==> config.mk <==
export PLATFORM = sky130hd
export DESIGN_NAME = ttcs_ctrl
export DESIGN_NICKNAME = d
export VERILOG_FILES = /design/src/sv/ttcs_pkg.sv /design/src/sv/ttcs_ctrl.sv
export SDC_FILE = /design/constraint.sdc
export NUM_CORES = 1
export LEC_CHECK = 0
export BUFFER_PORTS_ARGS = -buffer_cell sky130_fd_sc_hd__buf_2
export CORE_AREA = 2 2 39 41
export CTS_CLUSTER_SIZE = 12
export DETAILED_ROUTE_END_ITERATION = 6
export DIE_AREA = 0 0 41 43
export PLACE_DENSITY_LB_ADDON = 0.25
export REMOVE_ABC_BUFFERS = 1
export SYNTH_ARGS = -nofsm -noshare
export SYNTH_HDL_FRONTEND = slang
export SYNTH_SLANG_ARGS = --single-unit
==> constraint.sdc <==
create_clock -name clk -period 1.16 [get_ports clk]
set_input_delay 0.058 -clock clk [delete_from_list [all_inputs] [get_ports clk]]
set_output_delay 0.058 -clock clk [all_outputs]
set_load 0.01 [all_outputs]
==> src/sv/ttcs_pkg.sv <==
// ----------------------------------------------------------------------------
// ttcs_pkg
// Shared constants, operation codes and controller/datapath interface types
// for the text terminal cursor and scroll unit.
// ----------------------------------------------------------------------------
package ttcs_pkg;

	localparam int COLUMNS = 80;
	localparam int ROWS    = 25;
	localparam int CELLS   = ROWS * COLUMNS;
	localparam int ADDR_W  = $clog2(CELLS);

	localparam int ROW_W   = 5;
	localparam int COL_W   = 7;
	localparam int CHAR_W  = 8;
	localparam int COLOR_W = 8;
	localparam int CELL_W  = 16;

	localparam logic [CHAR_W-1:0]  NEWLINE_CODE = 8'd10;
	localparam logic [CHAR_W-1:0]  BLANK_CODE   = 8'd32;
	localparam logic [COLOR_W-1:0] RESET_COLOR  = 8'd7;
	localparam logic [CELL_W-1:0]  RESET_CELL   = {RESET_COLOR, BLANK_CODE};

	localparam logic [1:0] OP_PUTCHAR = 2'd0;
	localparam logic [1:0] OP_WRITE   = 2'd1;
	localparam logic [1:0] OP_READ    = 2'd2;
	localparam logic [1:0] OP_CLEAR   = 2'd3;

	typedef struct packed {
		logic accept;
		logic sweep_run;
		logic rd_done;
	} ttcs_cmd_t;

	typedef struct packed {
		logic need_sweep;
		logic is_read;
		logic sweep_last;
		logic out_busy;
	} ttcs_status_t;

endpackage

==> src/sv/ttcs_ctrl.sv <==
// ----------------------------------------------------------------------------
// ttcs_ctrl
// Controller: sequences item acceptance, the delayed read result and the
// screen sweeps used for reset fill, clear and scroll.
// ----------------------------------------------------------------------------
module ttcs_ctrl
	import ttcs_pkg::*;
(
	input  logic         clk,
	input  logic         arst_n,
	input  logic         in_valid,
	output logic         in_ready,
	input  ttcs_status_t status,
	output ttcs_cmd_t    cmd
);

	localparam logic [1:0] S_IDLE  = 2'd0;
	localparam logic [1:0] S_READ  = 2'd1;
	localparam logic [1:0] S_SWEEP = 2'd2;
	localparam logic [1:0] S_DRAIN = 2'd3;

	logic [1:0] state_q;
	logic [1:0] state_d;
	logic       accept;

	assign in_ready = (state_q == S_IDLE) && !status.out_busy;
	assign accept   = in_valid && in_ready;

	assign cmd.accept    = accept;
	assign cmd.sweep_run = (state_q == S_SWEEP);
	assign cmd.rd_done   = (state_q == S_READ);

	always_comb begin
		state_d = state_q;
		unique case (state_q)
			S_IDLE: begin
				if (accept) begin
					if (status.need_sweep) begin
						state_d = S_SWEEP;
					end else if (status.is_read) begin
						state_d = S_READ;
					end
				end
			end
			S_READ: begin
				state_d = S_IDLE;
			end
			S_SWEEP: begin
				if (status.sweep_last) begin
					state_d = S_DRAIN;
				end
			end
			S_DRAIN: begin
				state_d = S_IDLE;
			end
			default: begin
				state_d = S_IDLE;
			end
		endcase
	end

	always_ff @(posedge clk or negedge arst_n) begin
		if (!arst_n) begin
			state_q <= S_SWEEP;
		end else begin
			state_q <= state_d;
		end
	end

endmodule

==> run_summary.xml, run 1 <==
<?xml version="1.0" encoding="UTF-8"?>
<metrics>
  <group name="setup_path">
    <metric name="reg2reg_setup_slack" unit="ns">0.15</metric>
    <metric name="category_of_the_worst_setup_path_capture_point" unit="">output pin</metric>
    <metric name="worst_ep_required_time" unit="ns">1.10</metric>
    <metric name="crit_type" unit="">flip-flop to output pin</metric>
    <metric name="worst-endpoint-arrival" unit="ns">1.14</metric>
    <metric name="start_kind" unit="">flip-flop</metric>
    <metric name="crit_path_max_fanout" unit="">6</metric>
  </group>
  <group name="route">
    <metric name="finalWirelength" unit="µm">398</metric>
    <metric name="drt-vias-per-instance" unit="">3.49</metric>
    <metric name="drt_first_iter_violations" unit="">4</metric>
    <metric name="num_vias" unit="">150</metric>
    <metric name="drt-pass1-iter-count" unit="">4</metric>
    <metric name="dr_drc_count" unit="">0</metric>
    <metric name="antenna_left" unit="">0</metric>
    <metric name="routed_wire_length_per_instance" unit="µm">9.26</metric>
  </group>
  <group name="cts">
    <metric name="clock_tree.htree_level_count" unit="">1</metric>
    <metric name="clock_buffer_depth" unit="">2</metric>
    <metric name="cts_buffers" unit="">3</metric>
    <metric name="clk_root_buffer_cell" unit="">sky130_fd_sc_hd__clkbuf_4</metric>
    <metric name="clk_transition_reported_paths" unit="ns">0.03</metric>
    <metric name="clock_latency" unit="ns">0.23</metric>
    <metric name="cts_setup_buffers" unit="">0</metric>
    <metric name="cts_tree" unit="">done</metric>
    <metric name="clock_sink_count" unit="">2</metric>
  </group>
  <group name="cells_and_area">
    <metric name="fin_area" unit="µm²">248</metric>
    <metric name="final_cell_count_no_fill" unit="">43</metric>
    <metric name="final_layout_size_suffix_gt1_share" unit="%">70.4</metric>
    <metric name="layout.filler_cells" unit="">162</metric>
    <metric name="area_growth_syn_to_layout" unit="%">85.0</metric>
    <metric name="postLayoutCoreUtil" unit="%">17.9</metric>
    <metric name="largest_register" unit="">state_q</metric>
    <metric name="largest_register_ffs" unit="">2</metric>
    <metric name="antenna_cells_inserted" unit="">0</metric>
    <metric name="nets" unit="">35</metric>
    <metric name="largestRegisters" unit="">state_q: 2 flops</metric>
  </group>
  <group name="timing">
    <metric name="worst_slack" unit="ns">-0.0395</metric>
    <metric name="slew_of_the_pin_with_the_lowest_slew_margin" unit="ns">0.237</metric>
    <metric name="grt_setup_unrepaired" unit="">yes</metric>
    <metric name="timing.setup.tns" unit="ns">-0.0395</metric>
    <metric name="finalClockSkew" unit="ns">0.00403</metric>
    <metric name="fin_crit" unit="ns">1.20</metric>
    <metric name="report.final.setup_viol" unit="">1</metric>
    <metric name="timing.fmax" unit="MHz">834</metric>
    <metric name="timing.final.max_slew_violations" unit="">0</metric>
    <metric name="finalCritPeriodShare" unit="%">103</metric>
    <metric name="final-hold-violation-count" unit="">0</metric>
    <metric name="slew_headroom" unit="%">84.2</metric>
  </group>
  <group name="yosys">
    <metric name="yosysSeqAreaShare" unit="%">38.3</metric>
    <metric name="post_synth.cell_area_avg" unit="µm²">10.3</metric>
    <metric name="number_of_library_cell_types_mapped_by_synthesis" unit="">12</metric>
    <metric name="yosys_warnings" unit="">0</metric>
    <metric name="mappedNetlistArea" unit="µm²">134</metric>
    <metric name="synthCells" unit="">13</metric>
    <metric name="synthesized_area_fraction_occupied_by_xor_and_xnor_cells" unit="%">0</metric>
    <metric name="post_synthesis_share_of_cell_area_spent_on_and_or_nand_and_nor_gates" unit="%">38.3</metric>
    <metric name="postSynthRegisterBits" unit="">2</metric>
    <metric name="main_combinational_cell_family_by_area_after_synthesis" unit="">simple AND/OR/NAND/NOR gates</metric>
    <metric name="synth_compound_gate_area_share" unit="%">12.1</metric>
    <metric name="synth_adder_area_share" unit="%">0</metric>
    <metric name="synth.area.mux_share" unit="%">0</metric>
  </group>
  <group name="floorplanning">
    <metric name="die_w" unit="µm">41</metric>
    <metric name="design.core.area" unit="mm²">0.00138</metric>
    <metric name="floorplan.die.height" unit="µm">43</metric>
    <metric name="std_cell_rows" unit="">14</metric>
    <metric name="die_area" unit="mm²">0.00176</metric>
    <metric name="initial_core_util" unit="%">9.67</metric>
    <metric name="io-pin-count" unit="">11</metric>
  </group>
  <group name="global_route">
    <metric name="grt_max_degree" unit="">7</metric>
    <metric name="antenna_found_initial" unit="">0</metric>
    <metric name="globalRouteOverflowTotal" unit="">0</metric>
    <metric name="first_pass_grt_wire_length" unit="µm">641</metric>
    <metric name="grt_use_total" unit="%">6.22</metric>
    <metric name="grt_pass1_vias" unit="">159</metric>
  </group>
  <group name="place">
    <metric name="placed_cell_area" unit="µm²">196</metric>
    <metric name="number_of_buffers_inserted_by_port_buffering" unit="">10</metric>
    <metric name="placed_cells_incl_taps" unit="">38</metric>
    <metric name="gpl.final_weighted_congestion" unit="">0.560</metric>
    <metric name="preCtsSetupSlack" unit="ns">0.160</metric>
  </group>
  <group name="status">
    <metric name="run_status" unit="">complete, but fails checks</metric>
    <metric name="violated_checks" unit="">negative setup slack</metric>
  </group>
  <group name="job">
    <metric name="max_cap_viol_count" unit="">0</metric>
  </group>
  <group name="pwr">
    <metric name="total_leakage_power" unit="µW">0.000123</metric>
    <metric name="worst_ir_drop_vdd" unit="V">0.000683</metric>
    <metric name="power_per_cell_area" unit="mW/mm²">2120</metric>
  </group>
  <group name="min_path">
    <metric name="worst_hold_path_type" unit="">input port to flip-flop</metric>
  </group>
</metrics>
[routing by layer]
metal	up-vias	share of wire, %	GRT usage [%]
li1	74	-	-
met1	63	45	6.73
met2	13	35	5.94
met3	0	20	5.24
met4	0	0	8.00
met5	-	0	0
[cells in the mapped netlist]
cell type,count,share of area [%]
sky130_fd_sc_hd__inv_1,2,5.6
sky130_fd_sc_hd__a21oi_1,1,3.7
sky130_fd_sc_hd__a32o_2,1,8.4
sky130_fd_sc_hd__and2b_2,1,6.5
sky130_fd_sc_hd__buf_4,1,5.6
sky130_fd_sc_hd__dfrtp_1,1,19
sky130_fd_sc_hd__dfstp_2,1,20
sky130_fd_sc_hd__nand3b_1,1,5.6
sky130_fd_sc_hd__nor2b_1,1,4.7
sky130_fd_sc_hd__nor3_1,1,3.7
sky130_fd_sc_hd__nor4b_1,1,6.5
sky130_fd_sc_hd__nor4b_2,1,11
[cell type report]
type	instances	area (µm²)	share of cell area [%]
Clock buffer	4	26.3	10.6
Inverter	2	7.51	3.03
Multi-Input combinational cell	8	76.3	30.8
Sequential cell	2	51.3	20.7
Tap cell	16	20.0	8.08
Timing Repair Buffer	11	66.3	26.8
[report_power, final]
part / switching, µW / internal (µW)
Sequential: 51.5 / 112
Combinational: 79.2 / 109
Clock: 44.6 / 128
[timing repair]
item | CTS | global route
gates cloned | 0 | 0
endpoints found under the hold margin | 2 | 0
hold buffers | 1 | 0
endpoints found under the setup margin | 3 | 3
resized for setup | 2 | 1
[cell usage in the layout, fill, tap and decap left out]
cell type / netlist / final
sky130_fd_sc_hd__buf_6: 0 / 1
sky130_fd_sc_hd__nor2b_2: 0 / 1
sky130_fd_sc_hd__a32o_2: 1 / 1
sky130_fd_sc_hd__nor3_1: 1 / 1
sky130_fd_sc_hd__and2b_2: 1 / 1
sky130_fd_sc_hd__a21oi_1: 1 / 1
sky130_fd_sc_hd__dfstp_2: 1 / 1
sky130_fd_sc_hd__buf_2: 0 / 9
sky130_fd_sc_hd__nand3b_1: 1 / 1
sky130_fd_sc_hd__clkbuf_4: 0 / 3
sky130_fd_sc_hd__inv_1: 2 / 2
sky130_fd_sc_hd__dlygate4sd3_1: 0 / 1
sky130_fd_sc_hd__nor4b_2: 1 / 2
sky130_fd_sc_hd__clkbuf_1: 0 / 1
sky130_fd_sc_hd__dfrtp_1: 1 / 1
[logic make-up after synthesis]
family	count (synthesis)
AOI/OAI and AO/OA	2
buffers and inverters	3
DFF	2
and+or+nand+nor	6
[metrics by stage]
| step | hold WS [ns] | power [µW] |
|---|---|---|
| finish | 0.0576 | 525 |
| global route | 0.0436 | 571 |
| CTS | 0.0505 | 529 |
| detailed placement | -0.152 | 322 |
| global placement | -0.155 | 317 |
| floorplan | -0.238 | 248 |
[final timing paths]
check | startpoint | to | depth (start not counted)
min in group asynchronous | arst_n | state_q[0] | 2
max in group asynchronous | arst_n | state_q[1] | 2
max | state_q[1] | cmd[0] | 2
max reg2reg | state_q[1] | state_q[0] | 2
min reg2reg | state_q[1] | state_q[1] | 2
min | status[1] | state_q[0] | 2
[critical path, stage by stage (launching register included)]
cell                      delay [ns]
sky130_fd_sc_hd__dfstp_2        0.57
sky130_fd_sc_hd__and2b_2        0.23
sky130_fd_sc_hd__buf_6          0.12
Note: power is estimated with default switching activity, not from simulation.
==> run 2, diff against run 1 <==
RECOVER_POWER = 50   (was unset)
==> run 2 against run 1 <==
Against the previous run: first-iteration DRC count unchanged; via count did not move; clock skew unchanged; count of clock-buffer cells in the layout did not move; total power about the same; final area decreased by 0.51%; the flow still finishes with violations (negative setup slack); combinational power hardly changed; register-to-register slack barely moved; largest power group unchanged.
==> run_summary.xml, run 2 (same netlist as run 1, synthesis figures left out) <==
<?xml version="1.0" encoding="UTF-8"?>
<metrics>
  <group name="pwr">
    <metric name="power_frac_seq" unit="%">31.2</metric>
    <metric name="pwr-share-clk" unit="%">33.0</metric>
    <metric name="total_leakage_power" unit="µW">0.000120</metric>
    <metric name="cell_internal_pwr" unit="µW">349</metric>
    <metric name="comb_power_share" unit="%">35.8</metric>
    <metric name="power_per_cell_area" unit="mW/mm²">2130</metric>
    <metric name="power.share.switching" unit="%">33.5</metric>
    <metric name="worst_ir_drop_vdd" unit="V">0.000682</metric>
    <metric name="fin_total_pwr" unit="µW">524</metric>
    <metric name="power.net_switching" unit="µW">175</metric>
  </group>
  <group name="setup_path">
    <metric name="crit_path_max_fanout" unit="">6</metric>
    <metric name="reg2regPathDepth" unit="">2</metric>
    <metric name="crit_type" unit="">flip-flop to output pin</metric>
    <metric name="reg2reg_setup_slack" unit="ns">0.15</metric>
    <metric name="crit_slowest_cell" unit="">sky130_fd_sc_hd__dfstp_2</metric>
    <metric name="category_of_the_worst_setup_path_capture_point" unit="">output pin</metric>
    <metric name="slowest_delay" unit="ns">0.57</metric>
    <metric name="worst_ep_required_time" unit="ns">1.10</metric>
    <metric name="path_cells" unit="">and2b_2 &gt; buf_6</metric>
    <metric name="crit_buf_inv" unit="">1</metric>
    <metric name="critical_register_to_register_path_endpoint" unit="">state_q[0]</metric>
    <metric name="worst-endpoint-arrival" unit="ns">1.14</metric>
    <metric name="crit-reg2reg-launch" unit="">state_q[1]</metric>
    <metric name="critPathTopFamily" unit="">flip-flops</metric>
    <metric name="start_kind" unit="">flip-flop</metric>
  </group>
  <group name="route">
    <metric name="dr_drc_count" unit="">0</metric>
    <metric name="drt-vias-per-instance" unit="">3.49</metric>
    <metric name="drt_first_iter_violations" unit="">4</metric>
    <metric name="finalWirelength" unit="µm">396</metric>
    <metric name="routed_wire_length_per_instance" unit="µm">9.21</metric>
    <metric name="antenna_left" unit="">0</metric>
    <metric name="drt-pass1-iter-count" unit="">4</metric>
    <metric name="num_vias" unit="">150</metric>
  </group>
  <group name="min_path">
    <metric name="hold_path_startpoint" unit="">status[1]</metric>
    <metric name="worst_hold_path_type" unit="">input port to flip-flop</metric>
    <metric name="hold_path_depth" unit="">2</metric>
    <metric name="min_delay_worst_endpoint" unit="">state_q[0]</metric>
  </group>
  <group name="cts">
    <metric name="clk_root_buffer_cell" unit="">sky130_fd_sc_hd__clkbuf_4</metric>
    <metric name="clock_tree.htree_level_count" unit="">1</metric>
    <metric name="clock_buffer_depth" unit="">2</metric>
    <metric name="clock_latency" unit="ns">0.23</metric>
    <metric name="clock_sink_count" unit="">2</metric>
    <metric name="cts_tree" unit="">done</metric>
    <metric name="cts_buffers" unit="">3</metric>
    <metric name="clk_transition_reported_paths" unit="ns">0.03</metric>
    <metric name="cts_setup_buffers" unit="">0</metric>
  </group>
  <group name="timing">
    <metric name="report.final.setup_viol" unit="">1</metric>
    <metric name="timing.final.max_slew_violations" unit="">0</metric>
    <metric name="hold_ws" unit="ns">0.0576</metric>
    <metric name="worst_slack" unit="ns">-0.0395</metric>
    <metric name="fin_crit" unit="ns">1.20</metric>
    <metric name="finalClockSkew" unit="ns">0.00403</metric>
    <metric name="slew_headroom" unit="%">84.2</metric>
    <metric name="finalCritPeriodShare" unit="%">103</metric>
    <metric name="slew_of_the_pin_with_the_lowest_slew_margin" unit="ns">0.237</metric>
    <metric name="final-hold-violation-count" unit="">0</metric>
    <metric name="timing.fmax" unit="MHz">834</metric>
    <metric name="grt_setup_unrepaired" unit="">yes</metric>
  </group>
  <group name="cells_and_area">
    <metric name="area_growth_syn_to_layout" unit="%">84.1</metric>
    <metric name="largestRegisters" unit="">state_q: 2 flops</metric>
    <metric name="largest_register" unit="">state_q</metric>
    <metric name="layout_commonest_cell" unit="">sky130_fd_sc_hd__buf_2</metric>
    <metric name="largest_register_ffs" unit="">2</metric>
    <metric name="fin_area" unit="µm²">246</metric>
    <metric name="layout_common_cells" unit="">sky130_fd_sc_hd__buf_2, sky130_fd_sc_hd__clkbuf_4, sky130_fd_sc_hd__nor4b_2, sky130_fd_sc_hd__inv_1, sky130_fd_sc_hd__clkbuf_1</metric>
    <metric name="postLayoutCoreUtil" unit="%">17.8</metric>
    <metric name="antenna_cells_inserted" unit="">0</metric>
    <metric name="layout.filler_cells" unit="">160</metric>
    <metric name="final_layout_size_suffix_gt1_share" unit="%">66.7</metric>
    <metric name="nets" unit="">35</metric>
  </group>
  <group name="floorplanning">
    <metric name="io-pin-count" unit="">11</metric>
    <metric name="floorplan.die.height" unit="µm">43</metric>
    <metric name="initial_core_util" unit="%">9.67</metric>
    <metric name="std_cell_rows" unit="">14</metric>
    <metric name="die_w" unit="µm">41</metric>
    <metric name="design.core.area" unit="mm²">0.00138</metric>
    <metric name="die_area" unit="mm²">0.00176</metric>
  </group>
  <group name="status">
    <metric name="violated_checks" unit="">negative setup slack</metric>
    <metric name="run_status" unit="">complete, but fails checks</metric>
  </group>
  <group name="place">
    <metric name="gpl.final_weighted_congestion" unit="">0.560</metric>
    <metric name="placed_cell_area" unit="µm²">196</metric>
    <metric name="number_of_buffers_inserted_by_port_buffering" unit="">10</metric>
  </group>
  <group name="global_route">
    <metric name="grt_max_degree" unit="">7</metric>
    <metric name="grt_pass1_vias" unit="">159</metric>
    <metric name="globalRouteOverflowTotal" unit="">0</metric>
    <metric name="grt_use_total" unit="%">6.22</metric>
    <metric name="antenna_found_initial" unit="">0</metric>
    <metric name="first_pass_grt_wire_length" unit="µm">641</metric>
  </group>
  <group name="job">
    <metric name="max_cap_viol_count" unit="">0</metric>
  </group>
</metrics>
## run 2: how the worst max path moves through the flow
stage	start	endpoint	slack (ns)	cells past startpoint
after CTS	state_q[1]	cmd[0]	-0.04	2
after global placement	state_q[1]	state_q[0]	0.17	2
final	state_q[1]	cmd[0]	-0.04	2
after floorplan	state_q[1]	state_q[0]	0.14	2
after global routing	state_q[1]	cmd[0]	-0.08	2
after detailed placement	state_q[1]	state_q[0]	0.16	2
## run 2: power by group through the flow
stage | Clock (µW) | Combinational (µW) | Sequential (µW)
3_3_place_gp | 0 | 162 | 155
6_report | 173 | 188 | 164
3_5_place_dp | 0 | 166 | 156
2_1_floorplan | 0 | 101 | 147
5_1_grt | 196 | 205 | 170
4_1_cts | 185 | 187 | 157
## run 2: metrics by stage
| step | setup WS [ns] | instances | TNS [ns] |
|---|---|---|---|
| after floorplan | 0.140 | 12 | 0 |
| after global placement | 0.169 | 38 | 0 |
| after detailed placement | 0.160 | 38 | 0 |
| after CTS | -0.0393 | 43 | -0.0735 |
| after global routing | -0.0753 | 43 | -0.202 |
| final | -0.0395 | 43 | -0.0395 |
## run 2: what timing repair did
item	CTS	global route
endpoints found under the hold margin	2	0
pin swaps	0	0
hold buffers	1	0
endpoints found under the setup margin	3	3
gates resized for setup	2	1
## run 2: final cells by class
class                   count  area, µm²  area share [%]
multi-input cells           8       76.3            31.0
repair buffers             11       65.1            26.4
well taps                  16       20.0            8.12
clock buffers               4       26.3            10.7
inverters                   2       7.51            3.05
flip-flops and latches      2       51.3            20.8
## run 2: metal layers
metal,GRT usage (%),vias up,share of wire [%]
met5,0,-,0
met4,8.00,0,0
met3,5.24,0,20
met2,5.94,13,35
met1,6.73,63,45
li1,-,74,-
==> run 3, diff against run 2 <==
ABC_AREA = 1   (was unset)
SKIP_LAST_GASP = 1   (was unset)
==> run 3 against run 2 <==
Against the previous run: the flow now finishes without violations; setup slack gained 0.084 ns; first-iteration DRC count shrank 75%; total power grew 23%; non-clock buffer count grew 1; hold slack gained 0.057 ns; clock skew grew 0.0032 ns; combinational power grew 76%; register-to-register slack lost 0.03 ns; final area grew 8.6%; critical endpoint is now in_ready; largest power group unchanged.
==> run_summary.xml, run 3 <==
<?xml version="1.0" encoding="UTF-8"?>
<metrics>
  <group name="place">
    <metric name="gpl.final_weighted_congestion" unit="">0.694</metric>
    <metric name="dp_hpwl" unit="µm">309</metric>
    <metric name="placed_cell_area" unit="µm²">218</metric>
    <metric name="number_of_buffers_inserted_by_port_buffering" unit="">10</metric>
    <metric name="placed_cells_incl_taps" unit="">50</metric>
  </group>
  <group name="setup_path">
    <metric name="crit-reg2reg-launch" unit="">state_q[1]</metric>
    <metric name="reg2regPathDepth" unit="">6</metric>
    <metric name="critical_register_to_register_path_endpoint" unit="">state_q[0]</metric>
    <metric name="category_of_the_worst_setup_path_capture_point" unit="">output pin</metric>
    <metric name="worst_ep_required_time" unit="ns">1.10</metric>
    <metric name="reg2reg_setup_slack" unit="ns">0.12</metric>
    <metric name="worst-endpoint-arrival" unit="ns">1.06</metric>
    <metric name="start_kind" unit="">flip-flop</metric>
    <metric name="crit_type" unit="">flip-flop to output pin</metric>
    <metric name="crit_path_max_fanout" unit="">4</metric>
  </group>
  <group name="yosys">
    <metric name="synth_common_cells" unit="">sky130_fd_sc_hd__nor2_1, sky130_fd_sc_hd__nand2_1, sky130_fd_sc_hd__inv_1</metric>
    <metric name="post_synth.cell_area_avg" unit="µm²">6.21</metric>
    <metric name="asyncSetResetFlopFracSynth" unit="%">100</metric>
    <metric name="predominant_post_synthesis_flop_cell" unit="">sky130_fd_sc_hd__dfstp_2</metric>
    <metric name="yosys_warnings" unit="">0</metric>
    <metric name="mappedNetlistArea" unit="µm²">155</metric>
    <metric name="postSynthRegisterBits" unit="">2</metric>
    <metric name="yosysSeqAreaShare" unit="%">33.1</metric>
    <metric name="synthCells" unit="">25</metric>
    <metric name="synth_most_common_cell" unit="">sky130_fd_sc_hd__nor2_1</metric>
    <metric name="synth_area_leader_cell" unit="">sky130_fd_sc_hd__dfstp_2</metric>
    <metric name="synth_top_cell_area_share" unit="%">16.9</metric>
    <metric name="synth_area_leaders" unit="">sky130_fd_sc_hd__dfstp_2, sky130_fd_sc_hd__dfrtp_1, sky130_fd_sc_hd__nor2_1</metric>
    <metric name="number_of_library_cell_types_mapped_by_synthesis" unit="">12</metric>
    <metric name="synth-edff-count" unit="">0</metric>
  </group>
  <group name="pwr">
    <metric name="power.net_switching" unit="µW">258</metric>
    <metric name="power_per_cell_area" unit="mW/mm²">2410</metric>
    <metric name="total_leakage_power" unit="µW">0.000147</metric>
    <metric name="pwr-share-clk" unit="%">26.0</metric>
    <metric name="worst_ir_drop_vdd" unit="V">0.000434</metric>
    <metric name="fin_total_pwr" unit="µW">645</metric>
    <metric name="power_frac_seq" unit="%">22.8</metric>
    <metric name="cell_internal_pwr" unit="µW">387</metric>
    <metric name="comb_power_share" unit="%">51.2</metric>
    <metric name="power.share.switching" unit="%">40.0</metric>
  </group>
  <group name="floorplanning">
    <metric name="std_cell_rows" unit="">14</metric>
    <metric name="die_area" unit="mm²">0.00176</metric>
    <metric name="io-pin-count" unit="">11</metric>
    <metric name="initial_core_util" unit="%">11.2</metric>
    <metric name="die_w" unit="µm">41</metric>
    <metric name="design.core.area" unit="mm²">0.00138</metric>
    <metric name="floorplan.die.height" unit="µm">43</metric>
  </group>
  <group name="cells_and_area">
    <metric name="area_growth_syn_to_layout" unit="%">72.6</metric>
    <metric name="final_cell_count_no_fill" unit="">56</metric>
    <metric name="largest_register_ffs" unit="">2</metric>
    <metric name="antenna_cells_inserted" unit="">0</metric>
    <metric name="largestRegisters" unit="">state_q: 2 flops</metric>
    <metric name="nets" unit="">48</metric>
    <metric name="postLayoutCoreUtil" unit="%">19.3</metric>
    <metric name="final_layout_size_suffix_gt1_share" unit="%">50.0</metric>
    <metric name="layout.filler_cells" unit="">167</metric>
    <metric name="largest_register" unit="">state_q</metric>
    <metric name="layout_commonest_cell" unit="">sky130_fd_sc_hd__buf_2</metric>
    <metric name="layout_common_cells" unit="">sky130_fd_sc_hd__buf_2, sky130_fd_sc_hd__nor2_1, sky130_fd_sc_hd__inv_1, sky130_fd_sc_hd__nand2_1, sky130_fd_sc_hd__clkbuf_4</metric>
    <metric name="fin_area" unit="µm²">268</metric>
  </group>
  <group name="timing">
    <metric name="finalClockSkew" unit="ns">0.00719</metric>
    <metric name="timing.setup.tns" unit="ns">0</metric>
    <metric name="report.final.setup_viol" unit="">0</metric>
    <metric name="finalCritPeriodShare" unit="%">96.1</metric>
    <metric name="timing.final.max_slew_violations" unit="">0</metric>
    <metric name="slew_headroom" unit="%">85.4</metric>
    <metric name="grt_setup_unrepaired" unit="">yes</metric>
    <metric name="timing.fmax" unit="MHz">897</metric>
    <metric name="final-hold-violation-count" unit="">0</metric>
    <metric name="slew_of_the_pin_with_the_lowest_slew_margin" unit="ns">0.217</metric>
    <metric name="fin_crit" unit="ns">1.12</metric>
  </group>
  <group name="min_path">
    <metric name="hold_path_startpoint" unit="">status[1]</metric>
    <metric name="worst_hold_path_type" unit="">input port to flip-flop</metric>
    <metric name="min_delay_worst_endpoint" unit="">state_q[1]</metric>
    <metric name="hold_path_depth" unit="">3</metric>
  </group>
  <group name="global_route">
    <metric name="grt_pass1_vias" unit="">178</metric>
    <metric name="grt_use_total" unit="%">5.13</metric>
    <metric name="first_pass_grt_wire_length" unit="µm">565</metric>
    <metric name="antenna_found_initial" unit="">0</metric>
    <metric name="grt_max_degree" unit="">5</metric>
    <metric name="globalRouteOverflowTotal" unit="">0</metric>
  </group>
  <group name="cts">
    <metric name="clock_latency" unit="ns">0.22</metric>
    <metric name="clock_sink_count" unit="">2</metric>
    <metric name="cts_buffers" unit="">3</metric>
    <metric name="clk_transition_reported_paths" unit="ns">0.03</metric>
    <metric name="cts_tree" unit="">done</metric>
    <metric name="clk_root_buffer_cell" unit="">sky130_fd_sc_hd__clkbuf_4</metric>
    <metric name="clock_tree.htree_level_count" unit="">1</metric>
    <metric name="clock_buffer_depth" unit="">2</metric>
  </group>
  <group name="job">
    <metric name="max_cap_viol_count" unit="">0</metric>
  </group>
  <group name="route">
    <metric name="num_vias" unit="">191</metric>
    <metric name="finalWirelength" unit="µm">362</metric>
    <metric name="drt-vias-per-instance" unit="">3.41</metric>
    <metric name="routed_wire_length_per_instance" unit="µm">6.46</metric>
    <metric name="dr_drc_count" unit="">0</metric>
    <metric name="drt-pass1-iter-count" unit="">4</metric>
    <metric name="drt_first_iter_violations" unit="">1</metric>
    <metric name="antenna_left" unit="">0</metric>
  </group>
  <group name="status">
    <metric name="run_status" unit="">completed</metric>
  </group>
</metrics>
-- run 3: final cells by class --
type	instances	area, µm²	area share [%]
inverter	5	18.8	7.01
timing repair buffer	12	66.3	24.8
tap	16	20.0	7.48
sequential	2	51.3	19.2
multi-input combinational	17	85.1	31.8
clock buffer	4	26.3	9.81
-- run 3: through the flow --
step,setup WS [ns],hold WS (ns)
final,0.0448,0.115
after global routing,-0.0357,0.141
after CTS,0.00931,0.105
after detailed placement,0.150,-0.155
after global placement,0.142,-0.155
after floorplan,0.220,-0.238
-- run 3: how the worst max path moves through the flow --
stage | start | end | depth (start not counted)
floorplan | state_q[1] | state_q[0] | 5
global placement | state_q[1] | state_q[1] | 4
detailed placement | state_q[1] | state_q[1] | 4
CTS | state_q[1] | cmd[2] | 4
global route | state_q[0] | cmd[2] | 4
finish | state_q[1] | in_ready | 4
-- run 3: layer usage --
layer,vias to the layer above,routed length [µm],GRT usage (%)
li1,105,-,-
met1,84,146,4.84
met2,2,210,7.50
met3,0,6,3.14
met4,0,0,4.00
met5,-,0,0
-- run 3: what timing repair did --
item                       CTS  global route
setup endpoints to repair    0             2
resized for setup            0             2
hold buffers                 1             0
hold endpoints to repair     2             0
buffers inserted             0             1
-- run 3: kinds of logic after synthesis --
family                 Yosys count  share of synthesized area [%]
AOI/OAI and AO/OA                3                           11.3
buffers and inverters            6                           16.9
DFF                              2                           33.1
and+or+nand+nor                 14                           38.7
-- run 3: power groups by stage --
stage                     Sequential (µW)  Clock, µW  Combinational (µW)
after floorplan                       140          0                 205
after global placement                145          0                 297
after detailed placement              144          0                 296
after CTS                             144        184                 300
after global routing                  151        193                 376
final                                 147        168                 330
-- run 3: worst max-delay path: stages, from the launching register on --
cell and delay (ns):
sky130_fd_sc_hd__dfstp_2 0.55, sky130_fd_sc_hd__nor2_2 0.06, sky130_fd_sc_hd__inv_2 0.07, sky130_fd_sc_hd__nor2_1 0.04, sky130_fd_sc_hd__buf_2 0.13
